==> config.mk <==
export PLATFORM = sky130hd
export DESIGN_NAME = htbd_ctrl
export DESIGN_NICKNAME = d
export VERILOG_FILES = /design/src/hdl/htbd_pkg.sv /design/src/hdl/htbd_ctrl.sv
export SDC_FILE = /design/constraint.sdc
export NUM_CORES = 1
export LEC_CHECK = 0
export ABC_AREA = 0
export BUFFER_PORTS_ARGS = -buffer_cell sky130_fd_sc_hd__buf_2
export CORE_AREA = 2 2 39 41
export CTS_CLUSTER_SIZE = 30
export DETAILED_ROUTE_END_ITERATION = 8
export DIE_AREA = 0 0 41 43
export PLACE_DENSITY = 0.42
export RECOVER_POWER = 25
export SLEW_MARGIN = 15
export SYNTH_ARGS = -nofsm -noshare
export SYNTH_HDL_FRONTEND = slang
export SYNTH_SLANG_ARGS = --single-unit
==> constraint.sdc <==
create_clock -name clk_i -period 3.2 [get_ports clk_i]
set_input_delay 0.16 -clock clk_i [delete_from_list [all_inputs] [get_ports clk_i]]
set_output_delay 0.16 -clock clk_i [all_outputs]
set_load 0.02 [all_outputs]
==> src/hdl/htbd_pkg.sv <==
// Package for the Huffman tree bit decoder: field widths, stream packing,
// node record, command/status structs and small helper functions.
// No dependencies.
`default_nettype none

package htbd_pkg;

  localparam int unsigned NODE_W        = 9;
  localparam int unsigned SYM_W         = 32;
  localparam int unsigned LEN_W         = 3;
  localparam int unsigned BYTE_W        = 8;
  localparam int unsigned LIMIT_W       = 32;
  localparam int unsigned BITS_PER_BYTE = 8;
  localparam int unsigned CNT_W         = 4;   // holds 0..BITS_PER_BYTE
  localparam int unsigned MAX_LEN       = 4;

  // Input stream tdata layout, lowest bit first
  localparam int unsigned IDX_LSB   = 0;
  localparam int unsigned LEFT_LSB  = IDX_LSB + NODE_W;
  localparam int unsigned RIGHT_LSB = LEFT_LSB + NODE_W;
  localparam int unsigned LEAF_LSB  = RIGHT_LSB + NODE_W;
  localparam int unsigned SYM_LSB   = LEAF_LSB + 1;
  localparam int unsigned LEN_LSB   = SYM_LSB + SYM_W;
  localparam int unsigned BYTE_LSB  = LEN_LSB + LEN_W;
  localparam int unsigned IN_USED_W = BYTE_LSB + BYTE_W;
  localparam int unsigned IN_DATA_W = ((IN_USED_W + 7) / 8) * 8;

  // Output stream tdata layout
  localparam int unsigned OUT_USED_W = SYM_W + LEN_W;
  localparam int unsigned OUT_DATA_W = ((OUT_USED_W + 7) / 8) * 8;

  localparam int unsigned OP_W = 2;

  typedef enum logic [OP_W-1:0] {
    OP_WRITE  = 2'd0,
    OP_DECODE = 2'd1,
    OP_START  = 2'd2
  } op_e;

  typedef enum logic [2:0] {
    ST_IDLE  = 3'b001,
    ST_WALK  = 3'b010,
    ST_FLUSH = 3'b100
  } state_e;

  typedef struct packed {
    logic [NODE_W-1:0] left;
    logic [NODE_W-1:0] right;
    logic              leaf;
    logic [SYM_W-1:0]  symbol;
    logic [LEN_W-1:0]  len;
  } node_t;

  localparam int unsigned NODE_DATA_W = $bits(node_t);

  // controller -> datapath
  typedef struct packed {
    logic take;    // input request accepted this cycle
    logic walk;    // walking the tree, one coded bit per cycle unless stalled
    logic flush;   // hand the held symbol to the output as last of byte
  } cmd_t;

  // datapath -> controller
  typedef struct packed {
    logic can_step;
    logic stall;
    logic pend_valid;
    logic out_busy;
  } sts_t;

  function automatic logic [LEN_W-1:0] clamp_len(input logic [LEN_W-1:0] len);
    logic [LEN_W-1:0] r;
    r = len;
    if (len == '0) r = LEN_W'(1);
    else if (len > LEN_W'(MAX_LEN)) r = LEN_W'(MAX_LEN);
    return r;
  endfunction

  // keep only the first len bytes; len is already clamped to 1..4
  function automatic logic [SYM_W-1:0] mask_sym(input logic [SYM_W-1:0] sym,
                                                input logic [LEN_W-1:0] len);
    logic [SYM_W-1:0] m;
    case (len)
      3'd1:    m = 32'h0000_00FF;
      3'd2:    m = 32'h0000_FFFF;
      3'd3:    m = 32'h00FF_FFFF;
      default: m = 32'hFFFF_FFFF;
    endcase
    return sym & m;
  endfunction

endpackage

`default_nettype wire

==> src/hdl/htbd_ctrl.sv <==
// Controller state machine of the tree decoder: sequences accept, tree walk
// and final flush. Depends on htbd_pkg.
`default_nettype none

module htbd_ctrl (
  input  wire logic                          clk_i,
  input  wire logic                          rst_ni,
  input  wire logic                          s_axis_tvalid_i,
  input  wire logic [htbd_pkg::OP_W-1:0]     s_axis_tuser_i,
  output logic                               s_axis_tready_o,
  input  wire htbd_pkg::sts_t                sts_i,
  output htbd_pkg::cmd_t                     cmd_o
);
  import htbd_pkg::*;

  state_e state_q, state_d;
  logic   take;

  assign s_axis_tready_o = (state_q == ST_IDLE);
  assign take            = s_axis_tvalid_i && s_axis_tready_o;

  always_comb begin
    cmd_o.take  = take;
    cmd_o.walk  = (state_q == ST_WALK);
    cmd_o.flush = (state_q == ST_FLUSH);
  end

  always_comb begin
    state_d = state_q;
    case (state_q)
      ST_IDLE: begin
        if (take && (op_e'(s_axis_tuser_i) == OP_DECODE)) state_d = ST_WALK;
      end
      ST_WALK: begin
        if (!sts_i.stall && !sts_i.can_step) state_d = ST_FLUSH;
      end
      ST_FLUSH: begin
        if (!sts_i.pend_valid || !sts_i.out_busy) state_d = ST_IDLE;
      end
      default: state_d = ST_IDLE;
    endcase
  end

  always_ff @(posedge clk_i or negedge rst_ni) begin
    if (!rst_ni) begin
      state_q <= ST_IDLE;
    end else begin
      state_q <= state_d;
    end
  end

endmodule

`default_nettype wire

[After elaboration in Yosys (flattened, before gate mapping)]
Cells that the tools add are included.
Word-level totals
  logic and storage cells: 21
  flip-flop bits (word level): 3
Cells by class
  equal/unequal tests: 7
  reduce and logical (&&, ||, !) cells: 9
  mux-type cells: 4
Operator list (number)
  3-bit 2-to-1 mux: 3
  3-bit case mux with 3 select lines: 1
  2-bit by 1-bit inequality test with 1-bit output, second input constant: 3
  1-bit zero test: 4
  3-bit by 1-bit equality test with 1-bit output, second input constant: 1
  3-bit by 2-bit equality test with 1-bit output, second input constant: 1
  3-bit equality test, second input constant: 1
  1-bit logical AND: 3
  3-bit AND reduction: 1
  2-bit by 1-bit equality test with 1-bit output, second input constant: 1
  1-bit logical OR: 1

[Depth between registers and ports, before layout]
Gate-level depths: netlist (run 1).
  depth after elaboration: 5
  gate-level depth with buffers: 4
  mapped depth without buffers: 3

[Worst setup path before layout (run 1)]
No wires, ideal clock.
  path kind: register to output
  from: register state_q[0]
  to: output cmd_o[2] (netlist name)
  arrival: 1.263 ns
  slack: 1.777 ns
  cell stages (with the launch flop): 5
  data required time: 3.040 ns
  path through: dfstp_2 nand2b_1 nor2_1 and2_1 buf_4
Between the ends
  word-level cells in the longest chain between the ends: 2
Ends and longest elaborated chain
  from (decl): RTL line htbd_ctrl.sv:16  | state_e state_q, state_d;
  from (signal assigned): RTL line htbd_ctrl.sv:48  | state_q <= state_d;
  3-bit by 1-bit equality test with 1-bit output: RTL line htbd_ctrl.sv:19  | assign s_axis_tready_o = (state_q == ST_IDLE);
  net s_axis_tready_o: RTL line htbd_ctrl.sv:10  | output logic s_axis_tready_o,
  1-bit logical AND: RTL line htbd_ctrl.sv:20  | assign take = s_axis_tvalid_i && s_axis_tready_o;
  to (decl): RTL line htbd_ctrl.sv:12  | output htbd_pkg::cmd_t cmd_o
The timed path passes the listed nets, and every way through them passes these cells.

==> results_dict.tcl, run 1 <==
set metrics [dict create \
    routed_wl_um 469 \
    numClockSinks 3 \
    cts_resized 0 \
    dpl.cell_count 46 \
    setup_viol 0 \
    setup_tns_ps 0 \
    slew_viol_final 0 \
    min_period_ps 1460 \
    start_kind "flop" \
    num_antenna_cells 0 \
    ys_ff_latch 3 \
    largest-register "state_q" \
    layout-drive-gt1-share 0.514 \
    drt_iter0_drc 14 \
    hpwl_um 349 \
    period_share 0.456 \
    synth.area.top_cells "dfrtp_1 (26%), dfstp_2 (14%), nand2b_4 (7.2%), nor2_1 (5.9%), o31a_2 (5.2%)" \
    synth_enable_flop_cells 0 \
    whs_ps 226 \
    fmax_ghz 0.686 \
    power_per_cell_area_nw_per_um2 425 \
    max_slew.worst_pin.slew_ps 192 \
    finalPower_mw 0.127 \
    overflow 0 \
    synthMostInstantiatedCell "nor2_1" \
    clk_latency_ps 230 \
    path_class "flop to output pin" \
    crit_arrival_ps 1300 \
    instances_no_fill 51 \
    fin_nets 45 \
    ys.flop_type "dfrtp_1" \
    root_buffer "clkbuf_4" \
    cts_buffers 3 \
    viasPerCell 3.90 \
    cts_tree "yes" \
    ioPinCount 13 \
    max_slew_margin 0.872 \
    gp_congestion 0.565 \
    area_delta_synth_final_pct 56.2 \
    critical_path.max_fanout 6 \
    synth.distinct_cells 16 \
    grt_pass1_wl_um 655 \
    core_um2 1380 \
    synth_top_area_frac 0.261 \
    route.detailed.drc 0 \
    antenna_left 0 \
    clk_pin_slew_worst_paths_ps 40 \
    peakVddDrop_v 0.000149 \
    yosys_warnings 0 \
    synth_top_cells_by_count "nor2_1 (3), dfrtp_1 (2)" \
    hp-class "input port to flop" \
    dr.pass1.iters 4 \
    syn_nets 28 \
    grt_use_total 0.0614 \
    netlist_instances 19 \
    wl_per_cell_um 9.20 \
    synthArstFlopShare 1.00 \
    chipHeight_um 43 \
    status "complete, no violations" \
    finalHoldViolCount 0 \
    top_regs "state_q x3" \
    end_kind "output pin" \
    fp.dieW_um 41 \
    row_count 14 \
    seq_area_frac_synth 0.399 \
    htreeDepth 1 \
    clk_path_buf_depth 2 \
    die_area_um2 1760 \
    rsz0062_at_grt "no" \
    final_core_util 0.216 \
    numPortBuffers 12 \
    largest_reg_flops 3 \
    finalClockSkew_ps 1.45 \
    grt_pass1_vias 181 \
    synth_top_area_cell "dfrtp_1" \
    leakagePower_nw 0.130 \
    syn_avg_cell_area_um2 10.1 \
    vias 199 \
    critPathRequiredTime_ps 3040 \
    drv_cap 0 \
    grt_max_degree 7 \
    antenna_found_initial 0 \
    netlist_area_um2 191 \
    start_util 0.138 \
]
timing repair:
action,in CTS,in global routing
endpoints found under the setup margin,0,0
hold endpoints to repair,3,0
hold buffers,1,0
buffers inserted,0,0
metal layers:
layer | global-route usage | vias up | wire (µm)
met5 | 0 | - | 0
met4 | 0.0800 | 0 | 14
met3 | 0.0314 | 2 | 89
met2 | 0.0625 | 21 | 149
met1 | 0.0747 | 74 | 214
li1 | - | 102 | -
power by group:
part / switching, mW / internal [mW]
registers: 0.00223 / 0.0400
clock network: 0.0197 / 0.0467
logic: 0.00895 / 0.00937
total: 0.0309 / 0.0961
cell usage in the layout (no fill, tap or decap), drive strengths merged:
cell type and instances:
nand4b 1, dfstp 1, and2 1, nand2b 2, a21o 1, buf 11
nor3b 1, o22a 1, o31a 1, or3 1, o21ai 1, nand3b 1
dlygate4sd3 1, dfrtp 2, nor2 3, a21oi 1, clkbuf 5
critical path, stage by stage, from the launching register on:
cell      delay, ps
dfstp_2         580
nand2b_1        100
nor2_1          110
and2_1          120
buf_2           150
cell type report:
| type | instances | area [µm²] |
|---|---|---|
| flip-flops and latches | 3 | 76.3 |
| repair buffers | 13 | 68.8 |
| clock buffers | 4 | 26.3 |
| multi-input cells | 15 | 108 |
| fillers | 155 | 1080 |
| well taps | 16 | 20.0 |
stage by stage:
| stage | setup WS [ps] | cell area, µm² |
|---|---|---|
| after floorplan | 1780 | 191 |
| after global placement | 1980 | 264 |
| after detailed placement | 1980 | 264 |
| after CTS | 1720 | 300 |
| after global routing | 1630 | 299 |
| final | 1740 | 299 |
worst paths after layout:
| check | cells past startpoint | slack (ps) | endpoint | from |
|---|---|---|---|---|
| setup / recovery | 4 | 1740 | cmd_o[2] | state_q[0]$_DFFE_PN1P_ |
| hold / removal | 3 | 230 | state_q[2]$_DFFE_PN0P_ | sts_i[2] |
| setup reg to reg | 3 | 2070 | state_q[2]$_DFFE_PN0P_ | state_q[2]$_DFFE_PN0P_ |
| hold reg to reg | 1 | 540 | state_q[2]$_DFFE_PN0P_ | state_q[0]$_DFFE_PN1P_ |
| max in group asynchronous | 2 | 2720 | state_q[0]$_DFFE_PN1P_ | rst_ni |
| min in group asynchronous | 2 | 260 | state_q[2]$_DFFE_PN0P_ | rst_ni |
kinds of logic after synthesis:
group | Yosys count | synth area share
AO/OA/AOI/OAI | 5 | 0.209
buffers and inverters | 1 | 0.0392
flip-flops | 3 | 0.399
AND/OR/NAND/NOR | 10 | 0.353
(Power assumes the default switching activity.)
==> inputs of run 2 (changes only) <==
Clock period 3.2 ns to 1.5 ns, I/O delays scaled along.
==> results_dict.tcl, run 2 (same netlist as run 1, synthesis figures left out) <==
set metrics [dict create \
    vias 186 \
    die_area_um2 1760 \
    clk_path_buf_depth 2 \
    finalPower_mw 0.270 \
    antenna_found_initial 0 \
    path_class "flop to output pin" \
    end_kind "output pin" \
    dr.pass1.iters 2 \
    critical_path.max_fanout 6 \
    grt_pass1_wl_um 731 \
    multiInputGateArea_um2 110 \
    htreeDepth 1 \
    antenna_left 0 \
    wl_per_cell_um 8.75 \
    crit_arrival_ps 1280 \
    dp_slack_ps 365 \
    gp_congestion 0.601 \
    finalHoldViolCount 0 \
    slew_viol_final 0 \
    row_count 14 \
    place_area_um2 264 \
    routed_wl_um 446 \
    root_buffer "clkbuf_4" \
    start_util 0.138 \
    min_period_ps 1350 \
    power_per_cell_area_nw_per_um2 896 \
    cpMaxStageDelayCell "dfstp_2" \
    layout_commonest_cell "buf_2" \
    instances_no_fill 51 \
    start_kind "flop" \
    clk_latency_ps 230 \
    cts_tree "yes" \
    crit_cells 4 \
    final_cell_mix "buf_2 (11), clkbuf_4 (3), nor2_1 (2), clkbuf_1 (2), dfrtp_1 (2)" \
    cts_buffers 3 \
    rsz0062_at_grt "no" \
    fmax_ghz 0.739 \
    largest_reg_flops 3 \
    status "complete, no violations" \
    crit_chain "nand2b_1 > nor2_2 > and2_1 > buf_2" \
    chipHeight_um 43 \
    top_regs "state_q x3" \
    ff2ff_path_depth 3 \
    fillCellCount 157 \
    final_core_util 0.218 \
    peakVddDrop_v 0.000309 \
    drv_cap 0 \
    period_share 0.903 \
    leakagePower_nw 0.131 \
    dpl.cell_count 46 \
    whs_ps 133 \
    crit_buf_inv 1 \
    grt_max_degree 7 \
    max_slew_margin 0.874 \
    worstHoldPathCells 3 \
    clk_pin_slew_worst_paths_ps 40 \
    max_slew.worst_pin.slew_ps 189 \
    critPathTopFamily "flip-flops" \
    finalClockSkew_ps 0.715 \
    numPortBuffers 12 \
    core_um2 1380 \
    num_antenna_cells 0 \
    fp.dieW_um 41 \
    fin_nets 45 \
    grt_pass1_vias 198 \
    worst_slack_ps 146 \
    hp-class "input port to flop" \
    ff_latch_area_um2 76.3 \
    setup_viol 0 \
    setup_tns_ps 0 \
    route.detailed.drc 0 \
    numClockSinks 3 \
    viasPerCell 3.65 \
    hpwl_um 349 \
    drt_iter0_drc 1 \
    layout-drive-gt1-share 0.543 \
    largest-register "state_q" \
    overflow 0 \
    cp_slowest_stage_delay_ps 570 \
    area_delta_synth_final_pct 57.5 \
    critPathRequiredTime_ps 1420 \
    final_area_um2 302 \
    ioPinCount 13 \
    grt_use_total 0.0645 \
]
==> run 2: cell count changes in the layout (fill, tap and decap cells not counted) <==
cell / change
nor2_1: -1
nor2_2: +1
==> run 2: layout make-up <==
| cell class | instances | area share |
|---|---|---|
| timing repair buffer | 13 | 0.228 |
| multi-input combinational | 15 | 0.365 |
| clock buffer | 4 | 0.0871 |
| tap | 16 | 0.0664 |
| sequential | 3 | 0.253 |
==> run 2: worst paths after layout <==
path,startpoint,endpoint,slack [ps]
setup / recovery,state_q[0]$_DFFE_PN1P_,cmd_o[2],150
setup reg to reg,state_q[2]$_DFFE_PN0P_,state_q[2]$_DFFE_PN0P_,390
hold reg to reg,state_q[0]$_DFFE_PN1P_,state_q[2]$_DFFE_PN0P_,530
max in group asynchronous,rst_ni,state_q[0]$_DFFE_PN1P_,1100
hold / removal,sts_i[3],state_q[2]$_DFFE_PN0P_,130
min in group asynchronous,rst_ni,state_q[2]$_DFFE_PN0P_,180
==> run 2: timing repair <==
| action | CTS | global route |
|---|---|---|
| hold endpoints to repair | 3 | 0 |
| endpoints found under the setup margin | 0 | 1 |
| hold buffers | 1 | 0 |
| gates resized for setup | 0 | 1 |
| buffers inserted | 0 | 0 |
==> run 2: metal layers <==
layer	share of wire	track usage	up-vias
met3	0.16	0.0366	0
met5	0	0	-
met2	0.34	0.0656	12
met4	0	0.0600	0
met1	0.50	0.0879	73
li1	-	-	101
==> run 2: worst min-delay path, delay by kind of cell <==
family / cells / cell delay (ps)
and+or+nand+nor: 1 / 110
buffers and inverters: 1 / 80
AOI/OAI and AO/OA: 1 / 50
==> run 2: power breakdown <==
part	leakage, nW	switching (mW)	internal [mW]
Clock	0.0150	0.0409	0.0996
Combinational	0.0780	0.0194	0.0203
Sequential	0.0380	0.00466	0.0854
Total	0.131	0.0650	0.205
